### src/rtl/vfr_pkg.sv
// Shared types and constants for the volume fade ramp controller.
// Holds the payload structs, the state and code enums and the derived widths.
// Depends on nothing; every other file in rtl imports it.
package vfr_pkg;

	// Field widths.
	localparam int STEP_BITS = 16;
	localparam int VOL_W     = 8;
	localparam int PER_W     = 10;
	localparam int DUR_W     = 16;
	localparam int MODE_W    = 2;
	localparam int ACT_W     = 2;

	// Divider and multiplier widths. The widest division is the rescale of a
	// step, (N_old + 1) * N_new / N_old.
	localparam int DVS_W     = (STEP_BITS > PER_W) ? STEP_BITS : PER_W;
	localparam int MUL_A_W   = STEP_BITS + 1;
	localparam int DIV_W     = MUL_A_W + STEP_BITS;
	localparam int CNT_W     = $clog2(DIV_W + 1);
	localparam int CEIL_W    = DUR_W + 1;

	// Configuration port.
	localparam int CFG_IDX_W  = 1;
	localparam int CFG_DATA_W = 10;

	localparam logic [DIV_W-1:0] STEP_MAX = DIV_W'((64'd1 << STEP_BITS) - 64'd1);

	// Register indexes.
	localparam logic [CFG_IDX_W-1:0] REG_MASTER_VOLUME = 1'b0;
	localparam logic [CFG_IDX_W-1:0] REG_MS_PER_STEP   = 1'b1;

	// Input action codes; the fourth code is unused and changes nothing.
	typedef enum logic [ACT_W-1:0] {
		ACT_TICK     = 2'd0,
		ACT_FADE_OUT = 2'd1,
		ACT_FADE_IN  = 2'd2
	} action_t;

	typedef enum logic [MODE_W-1:0] {
		MODE_NONE = 2'd0,
		MODE_OUT  = 2'd1,
		MODE_IN   = 2'd2
	} mode_t;

	// Sequencer states.
	typedef enum logic [2:0] {
		ST_IDLE,
		ST_CEIL,
		ST_MUL,
		ST_RESC,
		ST_VOL,
		ST_DONE
	} state_t;

	typedef struct packed {
		logic [ACT_W-1:0] action;
		logic [DUR_W-1:0] duration_ms;
		logic             end_pause;
	} in_t;

	typedef struct packed {
		logic [VOL_W-1:0]  volume;
		logic [MODE_W-1:0] fade_mode;
		logic              pause_request;
		logic              stop_request;
		logic              resume_request;
	} out_t;

	// Divider status toward the sequencer.
	typedef struct packed {
		logic busy;
		logic done;
	} div_stat_t;

endpackage

### src/rtl/vfr_div.sv
// Restoring divider, one quotient bit per cycle, for the fade controller.
// Serves the step count, the step rescale and the volume division.
// Depends on vfr_pkg.
module vfr_div import vfr_pkg::*; (
	input  logic             clk,
	input  logic             arst_n,
	input  logic             start,
	input  logic [DIV_W-1:0] dividend,
	input  logic [DVS_W-1:0] divisor,
	output div_stat_t        stat,
	output logic [DIV_W-1:0] quotient
);

	logic [DIV_W-1:0] quo_q;
	logic [DVS_W-1:0] rem_q;
	logic [DVS_W-1:0] dvs_q;
	logic [CNT_W-1:0] cnt_q;
	logic             busy_q;
	logic             done_q;

	logic [DVS_W:0]   shift_c;
	logic             ge_c;
	logic [DVS_W:0]   diff_c;

	// Trial subtraction of the divisor from the partial remainder.
	always_comb begin
		shift_c = {rem_q, quo_q[DIV_W-1]};
		ge_c    = (shift_c >= {1'b0, dvs_q});
		diff_c  = shift_c - {1'b0, dvs_q};
	end

	// Control: busy while bits remain, done for one cycle after the last bit.
	always_ff @(posedge clk or negedge arst_n) begin
		if (!arst_n) begin
			busy_q <= 1'b0;
			done_q <= 1'b0;
			cnt_q  <= '0;
		end else if (start) begin
			busy_q <= 1'b1;
			done_q <= 1'b0;
			cnt_q  <= CNT_W'(DIV_W);
		end else if (busy_q) begin
			cnt_q <= cnt_q - CNT_W'(1);
			if (cnt_q == CNT_W'(1)) begin
				busy_q <= 1'b0;
				done_q <= 1'b1;
			end
		end else begin
			done_q <= 1'b0;
		end
	end

	// Data: the dividend shifts out of the quotient register as bits shift in.
	always_ff @(posedge clk) begin
		if (start) begin
			quo_q <= dividend;
			rem_q <= '0;
			dvs_q <= divisor;
		end else if (busy_q) begin
			quo_q <= {quo_q[DIV_W-2:0], ge_c};
			rem_q <= ge_c ? diff_c[DVS_W-1:0] : shift_c[DVS_W-1:0];
		end
	end

	assign stat.busy = busy_q;
	assign stat.done = done_q;
	assign quotient  = quo_q;

endmodule

### src/rtl/volume_fade_ramp_controller.sv
// Linear volume fade controller: one input transaction per audio buffer tick or
// fade command, one result transaction for each. A tick outside a fade uses no
// division, a tick during a fade or a fade command from rest divides once, and
// a fade command during a running fade divides twice, all on the single shared
// divider, which produces one quotient bit per cycle over a 33-bit dividend.
// The input stalls while an item is in work. The result sits in an output
// register, so the next item is taken while a result waits. The user must
// write configuration only while no item is in work; the block itself does
// not enforce it.
module volume_fade_ramp_controller import vfr_pkg::*; (
	input  logic                  clk,
	input  logic                  arst_n,
	input  logic                  in_valid,
	output logic                  in_stall,
	input  in_t                   in_data,
	output logic                  out_valid,
	input  logic                  out_stall,
	output out_t                  out_data,
	input  logic                  cfg_valid,
	output logic                  cfg_ready,
	input  logic [CFG_IDX_W-1:0]  cfg_index,
	input  logic [CFG_DATA_W-1:0] cfg_data
);

	state_t                 state_q, state_d;
	mode_t                  mode_q, newmode_q;
	logic [STEP_BITS-1:0]   step_q, total_q, nnew_q;
	logic                   pause_q;
	logic [VOL_W-1:0]       master_q;
	logic [PER_W-1:0]       msps_q;
	logic                   tick_q;
	logic [MUL_A_W-1:0]     mul_a_q;
	logic [STEP_BITS-1:0]   mul_b_q;
	logic [DVS_W-1:0]       dvs_q;
	out_t                   res_q;
	out_t                   out_q;
	logic                   out_valid_q;

	logic                   accept;
	logic                   out_free;
	logic                   fading_c;
	logic [PER_W-1:0]       per_eff_c;
	logic [CEIL_W-1:0]      ceil_num_c;
	logic [STEP_BITS-1:0]   s_c;
	logic [STEP_BITS-1:0]   x_c;
	logic [MUL_A_W-1:0]     st_c;
	logic [STEP_BITS-1:0]   n_new_c;
	logic [STEP_BITS-1:0]   resc_c;
	logic [DIV_W-1:0]       prod_c;
	out_t                   res_init_c;

	logic                   div_start;
	logic [DIV_W-1:0]       div_dividend;
	logic [DVS_W-1:0]       div_divisor;
	div_stat_t              div_stat;
	logic [DIV_W-1:0]       div_quo;

	vfr_div u_div (
		.clk      (clk),
		.arst_n   (arst_n),
		.start    (div_start),
		.dividend (div_dividend),
		.divisor  (div_divisor),
		.stat     (div_stat),
		.quotient (div_quo)
	);

	assign accept    = in_valid && !in_stall;
	assign out_free  = !out_valid_q || !out_stall;
	assign cfg_ready = 1'b1;

	// Operand preparation shared by ticks and commands.
	always_comb begin
		fading_c   = (mode_q != MODE_NONE) && (total_q != '0);
		per_eff_c  = (msps_q == '0) ? PER_W'(1) : msps_q;
		ceil_num_c = {1'b0, in_data.duration_ms} + CEIL_W'(per_eff_c) - CEIL_W'(1);
		s_c        = (step_q > total_q) ? total_q : step_q;
		x_c        = (mode_q == MODE_OUT) ? (total_q - s_c) : s_c;
		st_c       = (newmode_q == mode_q) ? {1'b0, s_c}
		                                  : ({1'b0, total_q} - {1'b0, s_c} + MUL_A_W'(1));
		if (div_quo == '0) begin
			n_new_c = STEP_BITS'(1);
		end else if (div_quo > STEP_MAX) begin
			n_new_c = STEP_MAX[STEP_BITS-1:0];
		end else begin
			n_new_c = div_quo[STEP_BITS-1:0];
		end
		resc_c = (div_quo > DIV_W'(nnew_q)) ? nnew_q : div_quo[STEP_BITS-1:0];
		prod_c = mul_a_q * mul_b_q;
	end

	// Result fields that are known when the transaction is accepted.
	always_comb begin
		res_init_c           = '0;
		res_init_c.fade_mode = mode_q;
		case (in_data.action)
			ACT_TICK: begin
				res_init_c.volume = master_q;
				if (!fading_c) begin
					res_init_c.fade_mode = MODE_NONE;
				end else if (s_c >= total_q) begin
					res_init_c.fade_mode     = MODE_NONE;
					res_init_c.pause_request = (mode_q == MODE_OUT) && pause_q;
					res_init_c.stop_request  = (mode_q == MODE_OUT) && !pause_q;
				end
			end
			ACT_FADE_IN: begin
				res_init_c.resume_request = (mode_q == MODE_NONE);
			end
			default: ;
		endcase
	end

	// Sequencer state register.
	always_ff @(posedge clk or negedge arst_n) begin
		if (!arst_n) begin
			state_q <= ST_IDLE;
		end else begin
			state_q <= state_d;
		end
	end

	// Next state and divider requests.
	always_comb begin
		state_d      = state_q;
		div_start    = 1'b0;
		div_dividend = DIV_W'(ceil_num_c);
		div_divisor  = DVS_W'(per_eff_c);
		in_stall     = (state_q != ST_IDLE);
		case (state_q)
			ST_IDLE: begin
				if (in_valid) begin
					case (in_data.action)
						ACT_TICK: begin
							state_d = fading_c ? ST_MUL : ST_DONE;
						end
						ACT_FADE_OUT, ACT_FADE_IN: begin
							div_start = 1'b1;
							state_d   = ST_CEIL;
						end
						default: begin
							state_d = ST_DONE;
						end
					endcase
				end
			end
			ST_CEIL: begin
				if (div_stat.done) begin
					state_d = (mode_q == MODE_NONE || total_q == '0) ? ST_DONE : ST_MUL;
				end
			end
			ST_MUL: begin
				div_start    = 1'b1;
				div_dividend = prod_c;
				div_divisor  = dvs_q;
				state_d      = tick_q ? ST_VOL : ST_RESC;
			end
			ST_RESC, ST_VOL: begin
				if (div_stat.done) begin
					state_d = ST_DONE;
				end
			end
			ST_DONE: begin
				if (out_free) begin
					state_d = ST_IDLE;
				end
			end
			default: begin
				state_d = ST_IDLE;
			end
		endcase
	end

	// Fade state and configuration registers.
	always_ff @(posedge clk or negedge arst_n) begin
		if (!arst_n) begin
			mode_q   <= MODE_NONE;
			step_q   <= '0;
			total_q  <= '0;
			pause_q  <= 1'b0;
			master_q <= VOL_W'(128);
			msps_q   <= PER_W'(23);
		end else begin
			if (cfg_valid && cfg_ready) begin
				case (cfg_index)
					REG_MASTER_VOLUME: master_q <= cfg_data[VOL_W-1:0];
					REG_MS_PER_STEP:   msps_q   <= cfg_data[PER_W-1:0];
					default:           ;
				endcase
			end
			case (state_q)
				ST_IDLE: begin
					if (accept) begin
						case (in_data.action)
							ACT_TICK: begin
								if (fading_c) begin
									if (s_c < total_q) begin
										step_q <= s_c + STEP_BITS'(1);
									end else begin
										step_q <= total_q;
										mode_q <= MODE_NONE;
									end
								end else begin
									mode_q <= MODE_NONE;
								end
							end
							ACT_FADE_OUT: begin
								pause_q <= in_data.end_pause;
							end
							default: ;
						endcase
					end
				end
				ST_CEIL: begin
					if (div_stat.done && (mode_q == MODE_NONE || total_q == '0)) begin
						step_q  <= '0;
						total_q <= n_new_c;
						mode_q  <= newmode_q;
					end
				end
				ST_RESC: begin
					if (div_stat.done) begin
						step_q  <= resc_c;
						total_q <= nnew_q;
						mode_q  <= newmode_q;
					end
				end
				default: ;
			endcase
		end
	end

	// Working registers and the result under construction.
	always_ff @(posedge clk) begin
		case (state_q)
			ST_IDLE: begin
				if (accept) begin
					res_q  <= res_init_c;
					tick_q <= (in_data.action == ACT_TICK);
					case (in_data.action)
						ACT_TICK: begin
							mul_a_q <= MUL_A_W'(master_q);
							mul_b_q <= x_c;
							dvs_q   <= DVS_W'(total_q);
						end
						ACT_FADE_OUT: begin
							newmode_q <= MODE_OUT;
						end
						ACT_FADE_IN: begin
							newmode_q <= MODE_IN;
						end
						default: ;
					endcase
				end
			end
			ST_CEIL: begin
				if (div_stat.done) begin
					nnew_q          <= n_new_c;
					mul_a_q         <= st_c;
					mul_b_q         <= n_new_c;
					dvs_q           <= DVS_W'(total_q);
					res_q.fade_mode <= newmode_q;
				end
			end
			ST_VOL: begin
				if (div_stat.done) begin
					res_q.volume <= div_quo[VOL_W-1:0];
				end
			end
			default: ;
		endcase
	end

	// Output register: holds a result until the receiver takes it.
	always_ff @(posedge clk or negedge arst_n) begin
		if (!arst_n) begin
			out_valid_q <= 1'b0;
		end else if (state_q == ST_DONE && out_free) begin
			out_valid_q <= 1'b1;
		end else if (!out_stall) begin
			out_valid_q <= 1'b0;
		end
	end

	always_ff @(posedge clk) begin
		if (state_q == ST_DONE && out_free) begin
			out_q <= res_q;
		end
	end

	assign out_valid = out_valid_q;
	assign out_data  = out_q;

	// The divider is never left running once the sequencer is back at rest.
	a_div_idle: assert property (@(posedge clk) disable iff (!arst_n)
		state_q == ST_IDLE |-> !div_stat.busy)
		else $error("divider busy while sequencer idle");

	// The step never runs past the fade length between items.
	a_step_range: assert property (@(posedge clk) disable iff (!arst_n)
		state_q == ST_IDLE |-> step_q <= total_q)
		else $error("step beyond fade length");

	// An active fade always has a nonzero length.
	a_fade_len: assert property (@(posedge clk) disable iff (!arst_n)
		mode_q != MODE_NONE |-> total_q != '0)
		else $error("fade active with zero length");

	// A finished fade-out asks for pause or stop, never both, and ends the fade.
	a_end_req: assert property (@(posedge clk) disable iff (!arst_n)
		out_valid && (out_data.pause_request || out_data.stop_request)
		|-> !(out_data.pause_request && out_data.stop_request)
		    && out_data.fade_mode == MODE_NONE)
		else $error("inconsistent end-of-fade request");

endmodule
### config.mk
export PLATFORM = sky130hd
export DESIGN_NAME = volume_fade_ramp_controller
export DESIGN_NICKNAME = d
export VERILOG_FILES = /design/src/rtl/vfr_pkg.sv /design/src/rtl/vfr_div.sv /design/src/rtl/volume_fade_ramp_controller.sv
export SDC_FILE = /design/constraint.sdc
export NUM_CORES = 1
export LEC_CHECK = 0
export BUFFER_PORTS_ARGS = -buffer_cell sky130_fd_sc_hd__buf_4
export CAP_MARGIN = 20
export CELL_PAD_IN_SITES_DETAIL_PLACEMENT = 1
export CELL_PAD_IN_SITES_GLOBAL_PLACEMENT = 1
export CORE_MARGIN = 8
export CORE_UTILIZATION = 55
export CTS_BUF_LIST = sky130_fd_sc_hd__clkbuf_8
export DETAILED_ROUTE_END_ITERATION = 10
export GPL_TIMING_DRIVEN = 0
export PLACE_DENSITY = 0.88
export SKIP_CTS_REPAIR_TIMING = 1
export SKIP_LAST_GASP = 1
export SLEW_MARGIN = 20
export SYNTH_ARGS = -nofsm -noshare
export SYNTH_HDL_FRONTEND = slang
export SYNTH_SLANG_ARGS = --single-unit
### constraint.sdc
create_clock -name clk -period 11.6 [get_ports clk]
set_clock_uncertainty 0.2 [all_clocks]
set_input_delay 1.74 -clock clk [delete_from_list [all_inputs] [get_ports clk]]
set_output_delay 1.74 -clock clk [all_outputs]
set_load 0.01 [all_outputs]
# == Word-level counts from Yosys, hierarchy flattened ==
# Index checks and enable logic that the tools add are counted.
# totals
reg_bits,224
latchBits,0
ramBits,0
romBits,0
inputBits,35
n_memories,0
# classes
addsub,8
multipliers,1
n_div,0
magnitude_cmp,6
n_eq_ne,23
shift,0
n_mux,73
bitwise_logic,1
n_reduce_logical,43
# ops
op,count
16-bit 2-to-1 mux,20
33-bit 2-to-1 mux,3
16-bit one-hot mux with 2 select lines,3
17-bit 2-to-1 mux,4
16-bit one-hot mux with 3 select lines,1
17-bit one-hot mux with 2 select lines,1
33-bit by 16-bit > comparator with 1-bit output,1
33-bit by 16-bit > comparator with 1-bit output (second input constant),1
33-bit logical NOT,1
17-bit by 16-bit multiplier with 33-bit output,1
16-bit subtractor,2
3-bit 2-to-1 mux,7
10-bit 2-to-1 mux,2
3-bit AND reduction,6
16-bit by 10-bit adder with 17-bit output,1
17-bit by 1-bit adder with 17-bit output (second input constant),1
17-bit by 16-bit >= comparator with 1-bit output,1
16-bit by 16-bit subtractor with 17-bit output,1
17-bit by 1-bit subtractor with 17-bit output (second input constant),1
16-bit by 1-bit adder with 16-bit output (second input constant),1
16-bit >= comparator,1
16-bit > comparator,1
16-bit logical NOT,1
16-bit less-than comparator,1
other kinds (38),92

# == Depth between registers and ports, before layout ==
# Gate-level depths: netlist (run 1).
# logic_depth
depth_word,8
mapped_depth,25

# == Cells and area by module ==
# Synthesis (run 1) repeated with hierarchy kept, for this count alone.
# unflattened
hier_cells,2635
area_unflattened_um2,24190.7
# modules_own_cells
module,instances,cells_per_inst,area_per_inst_um2
volume_fade_ramp_controller,1,2276,20153.1
vfr_div,1,359,4037.6

# == Worst setup path before layout (run 1) ==
# OpenSTA, ideal clock, no wires.
# synth_path
path_kind,register -> register
from,register mul_b_q[9]
to,"register u_div.quo_q[31], in the netlist u_div.quotient[31], data pin"
arrival_ns,6.146
required_ns,11.231
path_slack_ns,5.085
stages_incl_launch_ff,23
path_buffers,2
path_cell_list,edfxtp_1 > clkbuf_1 > clkbuf_1 > nand2_1 > fa_1 > inv_1 > fa_1 > fa_1 > fa_1 > fa_1 > inv_1 > fa_1 > inv_1 > ha_1 > a21oi_1 > o21ai_0 > o31a_1 > or4_1 > a21oi_1 > o21ai_1 > nor3b_1 > o31a_1 > o31ai_1
# synth_between
elab_chain_len,3
# synth_lines
element,line_no,text
from (decl),volume_fade_ramp_controller.sv:33,logic [STEP_BITS-1:0] mul_b_q;
from (signal assigned),volume_fade_ramp_controller.sv:260,mul_b_q <= n_new_c;
17-bit by 16-bit multiplier with 33-bit output,volume_fade_ramp_controller.sv:89,prod_c = mul_a_q * mul_b_q;
33-bit 2-to-1 mux,volume_fade_ramp_controller.sv:130,case (state_q)
33-bit 2-to-1 mux,vfr_div.sv:55,if (start) begin
to (signal assigned),vfr_div.sv:56,quo_q <= dividend;
to (signal assigned),vfr_div.sv:60,"quo_q <= {quo_q[DIV_W-2:0], ge_c};"
to (decl),vfr_div.sv:14,logic [DIV_W-1:0] quo_q;
# Every way passes these cells.
# A chain may end at the register's enable or synchronous reset.

# == Worst setup path after layout (run 1) ==
# layout_path
from,register mul_b_q[8]
to,"register u_div.quo_q[31], in the netlist u_div.quotient[31], data pin"
# The elaborated chain is that of the path after synthesis.

==> impl_metrics.xml, run 1 <==
<?xml version="1.0" encoding="UTF-8"?>
<metrics>
  <group name="synthesis">
    <metric name="postSynthCellCount" unit="">2591</metric>
    <metric name="async_reset_ff_frac" unit="">0.2902</metric>
    <metric name="ys_types" unit="">84</metric>
    <metric name="ys_seq_area_frac" unit="">0.2632</metric>
    <metric name="synth_enable_flop_cells" unit="">143</metric>
    <metric name="synth_top_flop_cell" unit="">sky130_fd_sc_hd__edfxtp_1</metric>
    <metric name="yosys_warnings" unit="">0</metric>
    <metric name="synthesis.nets" unit="">3069</metric>
    <metric name="postSynthAreaPerCell" unit="sq um">9.160</metric>
    <metric name="ys_ff_latch" unit="">224</metric>
    <metric name="netlist_area" unit="sq um">23730</metric>
  </group>
  <group name="cts">
    <metric name="clkLatencyLatePin" unit="ps">600</metric>
    <metric name="numClockSinks" unit="">224</metric>
    <metric name="cts_htree_levels" unit="">2</metric>
    <metric name="path_clk_slew" unit="ps">70</metric>
    <metric name="clock_tree_root_buffer_cell" unit="">sky130_fd_sc_hd__clkbuf_8</metric>
    <metric name="clock_tree_buf_depth" unit="">3</metric>
    <metric name="cts_inserted_buffers" unit="">40</metric>
    <metric name="clock_tree_from_tritoncts" unit="">done</metric>
  </group>
  <group name="timing">
    <metric name="grt_setup_unrepaired" unit="">false</metric>
    <metric name="achievable-frequency" unit="MHz">125.7</metric>
    <metric name="part_of_the_cycle_the_worst_path_needs" unit="">0.6860</metric>
    <metric name="timing.final.hold_violations" unit="">0</metric>
    <metric name="timing.final.max_slew_violations" unit="">0</metric>
    <metric name="worst-slew-pin-transition" unit="ps">1032</metric>
    <metric name="worst_slew_margin_rel" unit="">0.3117</metric>
    <metric name="min_period" unit="ps">7958</metric>
    <metric name="timing.final.setup_violations" unit="">0</metric>
    <metric name="setup_tns" unit="ps">0</metric>
  </group>
  <group name="final_layout">
    <metric name="final-instance-count-excl-fill" unit="">3261</metric>
    <metric name="nets" unit="">3162</metric>
    <metric name="areaGrowthSynthToFinish" unit="%">8.119</metric>
    <metric name="number_of_antenna_repair_diodes" unit="">0</metric>
    <metric name="share_of_cells_above_drive_strength_1" unit="">0.07182</metric>
    <metric name="most_frequent_standard_cell_in_the_layout_excluding_fill_and_tap_cells" unit="">sky130_fd_sc_hd__inv_1</metric>
    <metric name="stdcell_area" unit="sq um">25660</metric>
    <metric name="most-common-layout-cells" unit="">sky130_fd_sc_hd__inv_1, sky130_fd_sc_hd__nand2_1, sky130_fd_sc_hd__fa_1</metric>
  </group>
  <group name="detailed_routing">
    <metric name="totalWireLength" unit="mm">81.84</metric>
    <metric name="routed_wire_length_per_instance" unit="um">25.10</metric>
    <metric name="antenna_left" unit="">0</metric>
    <metric name="via_per_inst" unit="">6.229</metric>
    <metric name="detail_route.iter0.violations" unit="">1510</metric>
    <metric name="drc" unit="">0</metric>
    <metric name="first_pass_iters" unit="">5</metric>
    <metric name="dr_total_vias" unit="">20313</metric>
  </group>
  <group name="place">
    <metric name="port-buffer-count" unit="">49</metric>
    <metric name="placedCellCount" unit="">3188</metric>
    <metric name="dpl_cell_area" unit="sq um">24820</metric>
    <metric name="place.gp.congestion" unit="">0.9626</metric>
    <metric name="dp_hpwl" unit="mm">65.21</metric>
  </group>
  <group name="critical_path">
    <metric name="critical_path.endpoint_type" unit="">flop</metric>
    <metric name="setup_crit_start_kind" unit="">flop</metric>
    <metric name="critPathKind" unit="">reg2reg</metric>
    <metric name="critical_path_arrival" unit="ps">8070</metric>
    <metric name="max_fo_critical_path" unit="">10</metric>
    <metric name="critPathRequiredTime" unit="ps">11710</metric>
  </group>
  <group name="grt">
    <metric name="first_global_vias" unit="">22325</metric>
    <metric name="grt_antenna_before_repair" unit="">2</metric>
    <metric name="first_pass_grt_wire_length" unit="mm">127.2</metric>
    <metric name="grt_start_max_net_pins" unit="">66</metric>
    <metric name="gr-usage-all-layers" unit="">0.3268</metric>
    <metric name="grt.overflow.total" unit="">0</metric>
  </group>
  <group name="floorplanning">
    <metric name="floorplan.die.width" unit="um">223.7</metric>
    <metric name="core_area" unit="sq um">42790</metric>
    <metric name="ioPinCount" unit="">51</metric>
    <metric name="die_h" unit="um">223.7</metric>
    <metric name="placement_rows" unit="">76</metric>
    <metric name="floorplan.initialDensity" unit="">0.5546</metric>
    <metric name="die_area" unit="sq um">50060</metric>
  </group>
  <group name="run_status">
    <metric name="outcome" unit="">completed</metric>
  </group>
  <group name="flow_run">
    <metric name="drv.max_cap_violation_count" unit="">0</metric>
  </group>
  <group name="hold_path">
    <metric name="hold_path_class" unit="">reg2reg</metric>
  </group>
</metrics>
-- metrics by stage --
| step | hold slack (ps) | setup WS, ps | utilization |
|---|---|---|---|
| 2_1_floorplan | 200.3 | 5085 | - |
| 3_3_place_gp | 207.5 | 4041 | 0.5792 |
| 3_5_place_dp | 209.3 | 3766 | 0.5801 |
| 4_1_cts | 217.4 | 3703 | 0.5996 |
| 5_1_grt | 229.8 | 3206 | 0.5997 |
| 6_report | 216.3 | 3642 | 0.5997 |
-- routing by layer --
layer	vias to the layer above	GRT usage	wire length, um
li1	8824	-	-
met1	10295	0.3877	30610
met3	293	0.05859	6325
met5	-	0	23
met4	4	0.1684	4708
met2	897	0.5647	40170
-- Yosys cell counts (4+ instances only) --
master                     instances  area (sq um)
sky130_fd_sc_hd__inv_1           415          1558
sky130_fd_sc_hd__nand2_1         302          1134
sky130_fd_sc_hd__fa_1            225          4504
sky130_fd_sc_hd__ha_1            218          2728
sky130_fd_sc_hd__edfxtp_1        143          4294
sky130_fd_sc_hd__o21ai_0         142         710.7
sky130_fd_sc_hd__and2_1          134         838.3
sky130_fd_sc_hd__a21oi_1         127         635.6
sky130_fd_sc_hd__nor2_1          114         427.9
sky130_fd_sc_hd__clkbuf_1         87         326.6
sky130_fd_sc_hd__dfrtp_1          60          1501
sky130_fd_sc_hd__xnor2_1          50         437.9
sky130_fd_sc_hd__nand3_1          49         245.2
sky130_fd_sc_hd__mux2i_1          44         440.4
sky130_fd_sc_hd__xor2_1           38         332.8
sky130_fd_sc_hd__nor3_1           35         175.2
sky130_fd_sc_hd__a21o_1           32         240.2
sky130_fd_sc_hd__mux2_2           26         292.8
sky130_fd_sc_hd__a211oi_1         21         157.7
sky130_fd_sc_hd__nor4_1           21         131.4
sky130_fd_sc_hd__or2_2            20         125.1
sky130_fd_sc_hd__a31oi_1          19         118.9
sky130_fd_sc_hd__o22ai_1          19         118.9
sky130_fd_sc_hd__dfxtp_1          16         320.3
sky130_fd_sc_hd__nand4_1          15         93.84
sky130_fd_sc_hd__nor2b_1          15         93.84
sky130_fd_sc_hd__and3_1           14         87.58
sky130_fd_sc_hd__o21a_1           14         105.1
sky130_fd_sc_hd__nand2b_1         12         75.07
sky130_fd_sc_hd__o211ai_1         11         82.58
sky130_fd_sc_hd__a22o_1           10         87.58
sky130_fd_sc_hd__o21bai_1         10         75.07
sky130_fd_sc_hd__o31ai_1           8         60.06
sky130_fd_sc_hd__or3_1             8         50.05
sky130_fd_sc_hd__o31a_1            7         61.31
sky130_fd_sc_hd__a21boi_0          6         45.04
sky130_fd_sc_hd__o22a_1            6         52.55
sky130_fd_sc_hd__or4_1             6         45.04
sky130_fd_sc_hd__a221oi_1          5         43.79
sky130_fd_sc_hd__a41oi_1           5         43.79
sky130_fd_sc_hd__dfstp_2           5         131.4
sky130_fd_sc_hd__a211o_1           4         35.03
sky130_fd_sc_hd__a22oi_1           4         30.03
sky130_fd_sc_hd__nand3b_1          4         30.03
-- worst max-delay path, stage by stage, from the launching register on --
cell                       delay [ps]
sky130_fd_sc_hd__edfxtp_1         330
sky130_fd_sc_hd__clkbuf_1         600
sky130_fd_sc_hd__clkbuf_1         610
sky130_fd_sc_hd__nand2_1          160
sky130_fd_sc_hd__fa_1             540
sky130_fd_sc_hd__inv_1             60
sky130_fd_sc_hd__fa_1             380
sky130_fd_sc_hd__inv_1             90
sky130_fd_sc_hd__fa_1             390
sky130_fd_sc_hd__inv_1             80
sky130_fd_sc_hd__fa_1             430
sky130_fd_sc_hd__fa_1             540
sky130_fd_sc_hd__inv_1             60
sky130_fd_sc_hd__fa_1             560
sky130_fd_sc_hd__inv_1             60
sky130_fd_sc_hd__ha_1             390
sky130_fd_sc_hd__nand3_1          220
sky130_fd_sc_hd__nor2_1            70
sky130_fd_sc_hd__a211oi_1         510
sky130_fd_sc_hd__nand3b_1         240
sky130_fd_sc_hd__a21oi_1          300
sky130_fd_sc_hd__o21ai_1          130
sky130_fd_sc_hd__nor3b_1          180
sky130_fd_sc_hd__nor4_1           430
sky130_fd_sc_hd__o31ai_1          120
-- registers in the layout, indices dropped and copies added, names as in the netlist, 2 cells and up --
| signal | flops |
|---|---|
| step_q | 16 |
| state_q | 3 |
| u_div.cnt_q | 6 |
| res_q | 13 |
| u_div.rem_q | 16 |
| out_data | 13 |
| msps_q | 10 |
| u_div.dvs_q | 16 |
| mul_b_q | 16 |
| total_q | 16 |
| u_div.quotient | 33 |
| master_q | 8 |
| dvs_q | 16 |
| nnew_q | 16 |
| newmode_q | 2 |
| mul_a_q | 17 |
| mode_q | 2 |
-- layout make-up --
class                   count  area (sq um)
well taps                 546         683.2
clock buffers              48         660.6
repair buffers             51         395.4
multi-input cells        1849         15490
fillers                  4972         17130
inverters                 419          1573
flip-flops and latches    224          6247
plain buffers              99         435.4
clock inverters            25         175.2
-- final timing paths --
| path | cells after the start | start | slack (ps) | to |
|---|---|---|---|---|
| worst max-delay path | 24 | mul_b_q[8] | 3640 | u_div.quotient[31] |
| worst min-delay path | 0 | res_q[2] | 220 | out_data[2] |
| worst max register to register | 24 | mul_b_q[8] | 3640 | u_div.quotient[31] |
| worst min register to register | 0 | res_q[2] | 220 | out_data[2] |
| max in group asynchronous | 1 | arst_n | 9510 | master_q[4] |
| min in group asynchronous | 1 | arst_n | 1080 | pause_q |
-- kinds of logic (layout without fill, tap and decap cells) --
group | Yosys count | in the layout | share of synthesized area
compound gates | 486 | 486 | 0.1289
xor+xnor | 88 | 88 | 0.03247
fa+ha+maj | 443 | 443 | 0.3047
buf+inv | 518 | 642 | 0.08461
flops | 224 | 224 | 0.2632
mux | 73 | 73 | 0.03263
other cells | 1 | 1 | 0.0001580
simple gates | 758 | 758 | 0.1533
Power of run 1 is left out: the tool's default activity adds up to more than one toggle a clock period on the data nets, which glitch-free logic cannot reach.
==> inputs of run 2 (changes only) <==
Settings changed: ABC_AREA set to 1, CORE_UTILIZATION 55 to 45, PLACE_DENSITY 0.88 to 0.79.
Clock period 11.6 ns to 7.2 ns, I/O delays scaled along.
==> run 2 against run 1 <==
Compared with the run above:
- flip-flop and latch count unchanged
- maximum frequency rose by 14%
- die area up 23%
==> impl_metrics.xml, run 2 <==
<?xml version="1.0" encoding="UTF-8"?>
<metrics>
  <group name="run_status">
    <metric name="outcome" unit="">completed</metric>
  </group>
  <group name="critical_path">
    <metric name="worst-r2r-cell-count" unit="">23</metric>
    <metric name="regToRegSetupSlack" unit="ps">210</metric>
    <metric name="rr_endpoint" unit="">u_div.quotient[25]</metric>
    <metric name="critical_path.endpoint_type" unit="">flop</metric>
    <metric name="startpoint" unit="">mul_b_q[12]</metric>
    <metric name="endpoint" unit="">u_div.quotient[25]</metric>
    <metric name="critPathRequiredTime" unit="ps">7320</metric>
    <metric name="setup_crit_start_kind" unit="">flop</metric>
    <metric name="max_fo_critical_path" unit="">10</metric>
    <metric name="critical_path_arrival" unit="ps">7100</metric>
    <metric name="reg2reg_from" unit="">mul_b_q[12]</metric>
    <metric name="critPathKind" unit="">reg2reg</metric>
  </group>
  <group name="timing">
    <metric name="timing.final.setup_violations" unit="">0</metric>
    <metric name="timing.final.max_slew_violations" unit="">0</metric>
    <metric name="worst-slew-pin-transition" unit="ps">1122</metric>
    <metric name="min_period" unit="ps">6986</metric>
    <metric name="worst_slew_margin_rel" unit="">0.2439</metric>
    <metric name="part_of_the_cycle_the_worst_path_needs" unit="">0.9703</metric>
    <metric name="achievable-frequency" unit="MHz">143.1</metric>
    <metric name="worst_setup_margin" unit="ps">213.7</metric>
    <metric name="timing.final.hold_violations" unit="">0</metric>
    <metric name="setup_tns" unit="ps">0</metric>
  </group>
  <group name="synthesis">
    <metric name="synthesis.nets" unit="">3525</metric>
    <metric name="postSynthAreaPerCell" unit="sq um">7.947</metric>
    <metric name="synth_top_flop_cell" unit="">sky130_fd_sc_hd__edfxtp_1</metric>
    <metric name="ys_seq_area_frac" unit="">0.2580</metric>
    <metric name="netlist_top_cells_area" unit="">sky130_fd_sc_hd__fa_1, sky130_fd_sc_hd__edfxtp_1, sky130_fd_sc_hd__ha_1, sky130_fd_sc_hd__inv_1, sky130_fd_sc_hd__nand2_1</metric>
    <metric name="post-synth-top-count-cell" unit="">sky130_fd_sc_hd__inv_1</metric>
    <metric name="async_reset_ff_frac" unit="">0.2902</metric>
    <metric name="synth_enable_flop_cells" unit="">143</metric>
    <metric name="ys_ff_latch" unit="">224</metric>
    <metric name="ys_types" unit="">57</metric>
    <metric name="yosys_warnings" unit="">0</metric>
    <metric name="yosys.area.top_type" unit="">sky130_fd_sc_hd__fa_1</metric>
    <metric name="netlist_area" unit="sq um">24210</metric>
    <metric name="postSynthCellCount" unit="">3047</metric>
    <metric name="netlist.area_leader.share" unit="">0.1860</metric>
    <metric name="synth_top_cells_by_count" unit="">sky130_fd_sc_hd__inv_1, sky130_fd_sc_hd__nand2_1, sky130_fd_sc_hd__fa_1</metric>
  </group>
  <group name="grt">
    <metric name="grt_start_max_net_pins" unit="">66</metric>
    <metric name="first_global_vias" unit="">23481</metric>
    <metric name="grt.overflow.total" unit="">0</metric>
    <metric name="grt_antenna_before_repair" unit="">0</metric>
    <metric name="gr-usage-all-layers" unit="">0.2787</metric>
    <metric name="first_pass_grt_wire_length" unit="mm">131.9</metric>
  </group>
  <group name="cts">
    <metric name="clkLatencyLatePin" unit="ps">620</metric>
    <metric name="path_clk_slew" unit="ps">70</metric>
    <metric name="numClockSinks" unit="">224</metric>
    <metric name="clock_tree_from_tritoncts" unit="">done</metric>
    <metric name="cts_htree_levels" unit="">2</metric>
    <metric name="clock_tree_root_buffer_cell" unit="">sky130_fd_sc_hd__clkbuf_8</metric>
    <metric name="clock_tree_buf_depth" unit="">3</metric>
    <metric name="cts_inserted_buffers" unit="">40</metric>
  </group>
  <group name="final_layout">
    <metric name="most-common-layout-cells" unit="">sky130_fd_sc_hd__inv_1, sky130_fd_sc_hd__nand2_1, sky130_fd_sc_hd__fa_1</metric>
    <metric name="layout.filler_cells" unit="">6641</metric>
    <metric name="areaGrowthSynthToFinish" unit="%">9.321</metric>
    <metric name="stdcell_area" unit="sq um">26470</metric>
    <metric name="most_frequent_standard_cell_in_the_layout_excluding_fill_and_tap_cells" unit="">sky130_fd_sc_hd__inv_1</metric>
    <metric name="number_of_antenna_repair_diodes" unit="">0</metric>
    <metric name="post-route-util" unit="">0.4948</metric>
    <metric name="share_of_cells_above_drive_strength_1" unit="">0.08536</metric>
    <metric name="nets" unit="">3609</metric>
    <metric name="number_of_flip_flops_under_the_largest_register_name" unit="">33</metric>
  </group>
  <group name="hold_path">
    <metric name="start_point_of_the_worst_min_delay_path" unit="">res_q[10]</metric>
    <metric name="hold_path_class" unit="">reg2reg</metric>
  </group>
  <group name="detailed_routing">
    <metric name="routed_wire_length_per_instance" unit="um">21.94</metric>
    <metric name="via_per_inst" unit="">5.562</metric>
    <metric name="first_pass_iters" unit="">5</metric>
    <metric name="drc" unit="">0</metric>
    <metric name="detail_route.iter0.violations" unit="">1646</metric>
    <metric name="dr_total_vias" unit="">21463</metric>
    <metric name="antenna_left" unit="">0</metric>
    <metric name="totalWireLength" unit="mm">84.68</metric>
  </group>
  <group name="flow_run">
    <metric name="drv.max_cap_violation_count" unit="">0</metric>
  </group>
  <group name="floorplanning">
    <metric name="floorplan.initialDensity" unit="">0.4526</metric>
    <metric name="ioPinCount" unit="">51</metric>
    <metric name="die_area" unit="sq um">61490</metric>
    <metric name="die_h" unit="um">248.0</metric>
    <metric name="floorplan.die.width" unit="um">248.0</metric>
    <metric name="placement_rows" unit="">85</metric>
    <metric name="core_area" unit="sq um">53500</metric>
  </group>
  <group name="place">
    <metric name="dpl_cell_area" unit="sq um">25500</metric>
    <metric name="place.gp.congestion" unit="">0.9652</metric>
    <metric name="dp_hpwl" unit="mm">69.30</metric>
    <metric name="dp_worst_slack" unit="ps">-251.0</metric>
    <metric name="port-buffer-count" unit="">49</metric>
  </group>
</metrics>
==> run 2: changes by cell type in the layout (fill, tap and decap cells not counted), sizes merged, moves of 26 or more <==
cell	previous run	this run
a21oi	130	187
and2	134	0
buf	63	89
inv	424	687
mux2i	47	0
nand2	303	685
nand3	49	99
nor2	115	162
o21ai	145	236
xnor2	50	24
==> run 2: final cells by class <==
cell class / instances / area [sq um] / share of cell area
plain buffers: 89 / 442.9 / 0.01673
clock buffers: 44 / 605.6 / 0.02288
clock inverters: 30 / 275.3 / 0.01040
inverters: 680 / 2552 / 0.09642
multi-input cells: 2027 / 14930 / 0.5642
flip-flops and latches: 224 / 6247 / 0.2360
well taps: 696 / 870.8 / 0.03290
repair buffers: 69 / 543.0 / 0.02051
==> run 2: cell families after synthesis <==
| logic type | after synthesis | share of synthesized area |
|---|---|---|
| buf+inv | 796 | 0.1260 |
| fa+ha+maj | 443 | 0.2987 |
| simple gates | 1000 | 0.1770 |
| xor+xnor | 51 | 0.01845 |
| other cells | 1 | 0.0001549 |
| compound gates | 531 | 0.1212 |
| mux | 1 | 0.0004650 |
| flops | 224 | 0.2580 |
==> run 2: layer usage <==
metal  part of all wire  global-route usage  vias to the layer above
met5                  0                   0                        -
met1               0.42              0.3570                    10765
li1                   -                   -                     9746
met4              0.046              0.1231                        0
met2               0.47              0.4686                      742
met3              0.064             0.03637                      210
==> run 2: worst max-delay path, cell delays in order, from the launching register on <==
cell and delay (ps):
sky130_fd_sc_hd__edfxtp_1 680, sky130_fd_sc_hd__clkbuf_2 360, sky130_fd_sc_hd__nand2_1 120, sky130_fd_sc_hd__fa_1 540, sky130_fd_sc_hd__inv_1 50, sky130_fd_sc_hd__fa_1 470
sky130_fd_sc_hd__fa_1 530, sky130_fd_sc_hd__fa_1 520, sky130_fd_sc_hd__fa_1 560, sky130_fd_sc_hd__inv_1 60, sky130_fd_sc_hd__fa_1 600, sky130_fd_sc_hd__inv_1 70
sky130_fd_sc_hd__ha_1 400, sky130_fd_sc_hd__a21oi_1 160, sky130_fd_sc_hd__inv_1 100, sky130_fd_sc_hd__a31oi_1 140, sky130_fd_sc_hd__inv_1 50, sky130_fd_sc_hd__a21oi_1 350
sky130_fd_sc_hd__inv_1 80, sky130_fd_sc_hd__nand2_1 70, sky130_fd_sc_hd__nand2_1 80, sky130_fd_sc_hd__a21boi_0 220, sky130_fd_sc_hd__xor2_1 200, sky130_fd_sc_hd__o21ai_0 90
==> run 2: worst min path at each step <==
stage,end,slack (ps),depth (start not counted)
floorplan,out_data[0],200,0
global placement,out_data[5],210,0
detailed placement,out_data[10],210,0
CTS,out_data[10],220,0
global route,out_data[5],230,0
finish,out_data[10],220,0
==> run 2: stage by stage <==
| step | instances | hold WS, ps |
|---|---|---|
| after floorplan | 3047 | 200.3 |
| after global placement | 3792 | 206.2 |
| after detailed placement | 3794 | 206.3 |
| after CTS | 3868 | 220.6 |
| after global routing | 3859 | 233.1 |
| final | 3859 | 218.7 |
Power of run 2 is left out for the same reason.
==> inputs of run 3 (changes only) <==
Settings changed: CORE_UTILIZATION 45 to 50, PLACE_DENSITY 0.79 to 0.83.
Clock period 7.2 ns to 7.7 ns, I/O delays scaled along.
==> run 3 against run 2 <==
Compared with the run above:
- final cell count down 1.9%
- worst setup slack better by 79 ps
- global-route usage up 2.3 points
- sequential share of layout area up 0.14 points
- utilization up 5.6 points
- die area down 9.4%
- critical path depth up 1
- worst hold slack worse by 1.4 ps
- flip-flop and latch count unchanged
- register-to-register slack better by 80 ps
- largest cell class unchanged
==> impl_metrics.xml, run 3 (same netlist as run 2, synthesis figures left out) <==
<?xml version="1.0" encoding="UTF-8"?>
<metrics>
  <group name="grt">
    <metric name="first_pass_grt_wire_length" unit="mm">132.3</metric>
    <metric name="gr-usage-all-layers" unit="">0.3020</metric>
    <metric name="grt_start_max_net_pins" unit="">66</metric>
    <metric name="grt.overflow.total" unit="">0</metric>
    <metric name="grt_antenna_before_repair" unit="">0</metric>
    <metric name="first_global_vias" unit="">23664</metric>
  </group>
  <group name="cts">
    <metric name="cts_htree_levels" unit="">2</metric>
    <metric name="clock_tree_from_tritoncts" unit="">done</metric>
    <metric name="path_clk_slew" unit="ps">60</metric>
    <metric name="numClockSinks" unit="">224</metric>
    <metric name="clkLatencyLatePin" unit="ps">640</metric>
    <metric name="clock_tree_root_buffer_cell" unit="">sky130_fd_sc_hd__clkbuf_8</metric>
    <metric name="cts_inserted_buffers" unit="">40</metric>
    <metric name="clock_tree_buf_depth" unit="">3</metric>
  </group>
  <group name="detailed_routing">
    <metric name="detail_route.iter0.violations" unit="">1771</metric>
    <metric name="first_pass_iters" unit="">5</metric>
    <metric name="drc" unit="">0</metric>
    <metric name="totalWireLength" unit="mm">85.03</metric>
    <metric name="routed_wire_length_per_instance" unit="um">22.46</metric>
    <metric name="antenna_left" unit="">0</metric>
    <metric name="via_per_inst" unit="">5.772</metric>
    <metric name="dr_total_vias" unit="">21852</metric>
  </group>
  <group name="floorplanning">
    <metric name="ioPinCount" unit="">51</metric>
    <metric name="core_area" unit="sq um">47750</metric>
    <metric name="die_area" unit="sq um">55730</metric>
    <metric name="floorplan.die.width" unit="um">236.1</metric>
    <metric name="placement_rows" unit="">80</metric>
    <metric name="floorplan.initialDensity" unit="">0.5072</metric>
    <metric name="die_h" unit="um">236.1</metric>
  </group>
  <group name="place">
    <metric name="dp_hpwl" unit="mm">69.02</metric>
    <metric name="dpl_cell_area" unit="sq um">25400</metric>
    <metric name="place.gp.congestion" unit="">0.9944</metric>
    <metric name="port-buffer-count" unit="">49</metric>
  </group>
  <group name="final_layout">
    <metric name="share_of_cells_above_drive_strength_1" unit="">0.06906</metric>
    <metric name="stdcell_area" unit="sq um">26320</metric>
    <metric name="most_frequent_standard_cell_in_the_layout_excluding_fill_and_tap_cells" unit="">sky130_fd_sc_hd__inv_1</metric>
    <metric name="areaGrowthSynthToFinish" unit="%">8.696</metric>
    <metric name="number_of_flip_flops_under_the_largest_register_name" unit="">33</metric>
    <metric name="number_of_antenna_repair_diodes" unit="">0</metric>
    <metric name="most-common-layout-cells" unit="">sky130_fd_sc_hd__inv_1, sky130_fd_sc_hd__nand2_1, sky130_fd_sc_hd__fa_1</metric>
    <metric name="nets" unit="">3617</metric>
  </group>
  <group name="timing">
    <metric name="setup_tns" unit="ps">0</metric>
    <metric name="part_of_the_cycle_the_worst_path_needs" unit="">0.9620</metric>
    <metric name="grt_setup_unrepaired" unit="">false</metric>
    <metric name="achievable-frequency" unit="MHz">135.0</metric>
    <metric name="timing.final.max_slew_violations" unit="">0</metric>
    <metric name="timing.final.hold_violations" unit="">0</metric>
    <metric name="min_period" unit="ps">7407</metric>
    <metric name="worst_slew_margin_rel" unit="">0.2696</metric>
    <metric name="worst-slew-pin-transition" unit="ps">1092</metric>
    <metric name="timing.final.setup_violations" unit="">0</metric>
  </group>
  <group name="critical_path">
    <metric name="max_fo_critical_path" unit="">10</metric>
    <metric name="critical_path.endpoint_type" unit="">flop</metric>
    <metric name="critPathKind" unit="">reg2reg</metric>
    <metric name="setup_crit_start_kind" unit="">flop</metric>
    <metric name="critical_path_arrival" unit="ps">7560</metric>
    <metric name="critPathRequiredTime" unit="ps">7850</metric>
  </group>
  <group name="run_status">
    <metric name="outcome" unit="">completed</metric>
  </group>
  <group name="flow_run">
    <metric name="drv.max_cap_violation_count" unit="">0</metric>
  </group>
  <group name="hold_path">
    <metric name="hold_path_class" unit="">reg2reg</metric>
  </group>
</metrics>
==> run 3: cell types whose count changed in the layout (fill, tap and decap cells not counted), moves of 2 or more <==
cell / previous run / this run
sky130_fd_sc_hd__buf_4: 70 / 52
sky130_fd_sc_hd__clkbuf_1: 37 / 94
sky130_fd_sc_hd__clkbuf_2: 30 / 1
sky130_fd_sc_hd__clkbuf_4: 2 / 0
sky130_fd_sc_hd__clkbuf_8: 44 / 49
sky130_fd_sc_hd__clkinv_1: 5 / 2
sky130_fd_sc_hd__clkinv_2: 8 / 6
sky130_fd_sc_hd__clkinv_4: 2 / 0
sky130_fd_sc_hd__clkinvlp_4: 2 / 0
sky130_fd_sc_hd__inv_1: 676 / 680
==> run 3: worst max-delay path, stage by stage, from the launching register on <==
cell	delay [ps]
sky130_fd_sc_hd__edfxtp_1	340
sky130_fd_sc_hd__clkbuf_1	540
sky130_fd_sc_hd__clkbuf_1	670
sky130_fd_sc_hd__nand2_1	180
sky130_fd_sc_hd__fa_1	540
sky130_fd_sc_hd__fa_1	550
sky130_fd_sc_hd__inv_1	50
sky130_fd_sc_hd__fa_1	500
sky130_fd_sc_hd__fa_1	530
sky130_fd_sc_hd__fa_1	560
sky130_fd_sc_hd__inv_1	70
sky130_fd_sc_hd__fa_1	550
sky130_fd_sc_hd__inv_1	50
sky130_fd_sc_hd__ha_1	380
sky130_fd_sc_hd__nand2_1	120
sky130_fd_sc_hd__nor2_1	100
sky130_fd_sc_hd__inv_1	60
sky130_fd_sc_hd__o21ai_0	290
sky130_fd_sc_hd__nand2_1	90
sky130_fd_sc_hd__nand3_1	180
sky130_fd_sc_hd__nand2_1	80
sky130_fd_sc_hd__o211ai_1	130
sky130_fd_sc_hd__nand2_1	110
sky130_fd_sc_hd__a21oi_1	160
sky130_fd_sc_hd__o22ai_1	100
==> run 3: layout make-up <==
class,count,area [sq um]
Buffer,115,496.7
Clock buffer,49,674.4
Clock inverter,25,242.7
Fill cell,5941,21430
Inverter,680,2552
Multi-Input combinational cell,2027,14930
Sequential cell,224,6247
Tap cell,615,769.5
Timing Repair Buffer,51,407.9
==> run 3: final timing paths <==
check                           depth (start not counted)        from            endpoint  slack (ps)
max in group asynchronous                               1      arst_n      u_div.cnt_q[1]        6230
worst max-delay path                                   24  mul_a_q[1]  u_div.quotient[30]         290
worst min register to register                          0    res_q[3]         out_data[3]         220
worst max register to register                         24  mul_a_q[1]  u_div.quotient[30]         290
min in group asynchronous                               1      arst_n             pause_q         430
worst min-delay path                                    0    res_q[3]         out_data[3]         220
==> run 3: per-stage QoR <==
stage	hold WS, ps	util	std cells	setup WS [ps]
finish	217.3	0.5513	3786	292.7
global route	221.0	0.5513	3786	22.20
CTS	216.8	0.5512	3787	371.1
detailed placement	209.0	0.5320	3713	421.8
global placement	204.1	0.5310	3711	533.8
floorplan	200.3	-	3047	1605
==> run 3: routing by layer <==
metal  share of wire  vias up  track usage
met5               0        -            0
met2            0.48      907       0.5152
met3           0.068      271      0.04291
li1                -     9781            -
met1            0.40    10893       0.3740
met4           0.053        0       0.1451
Power of run 3 is left out for the same reason.
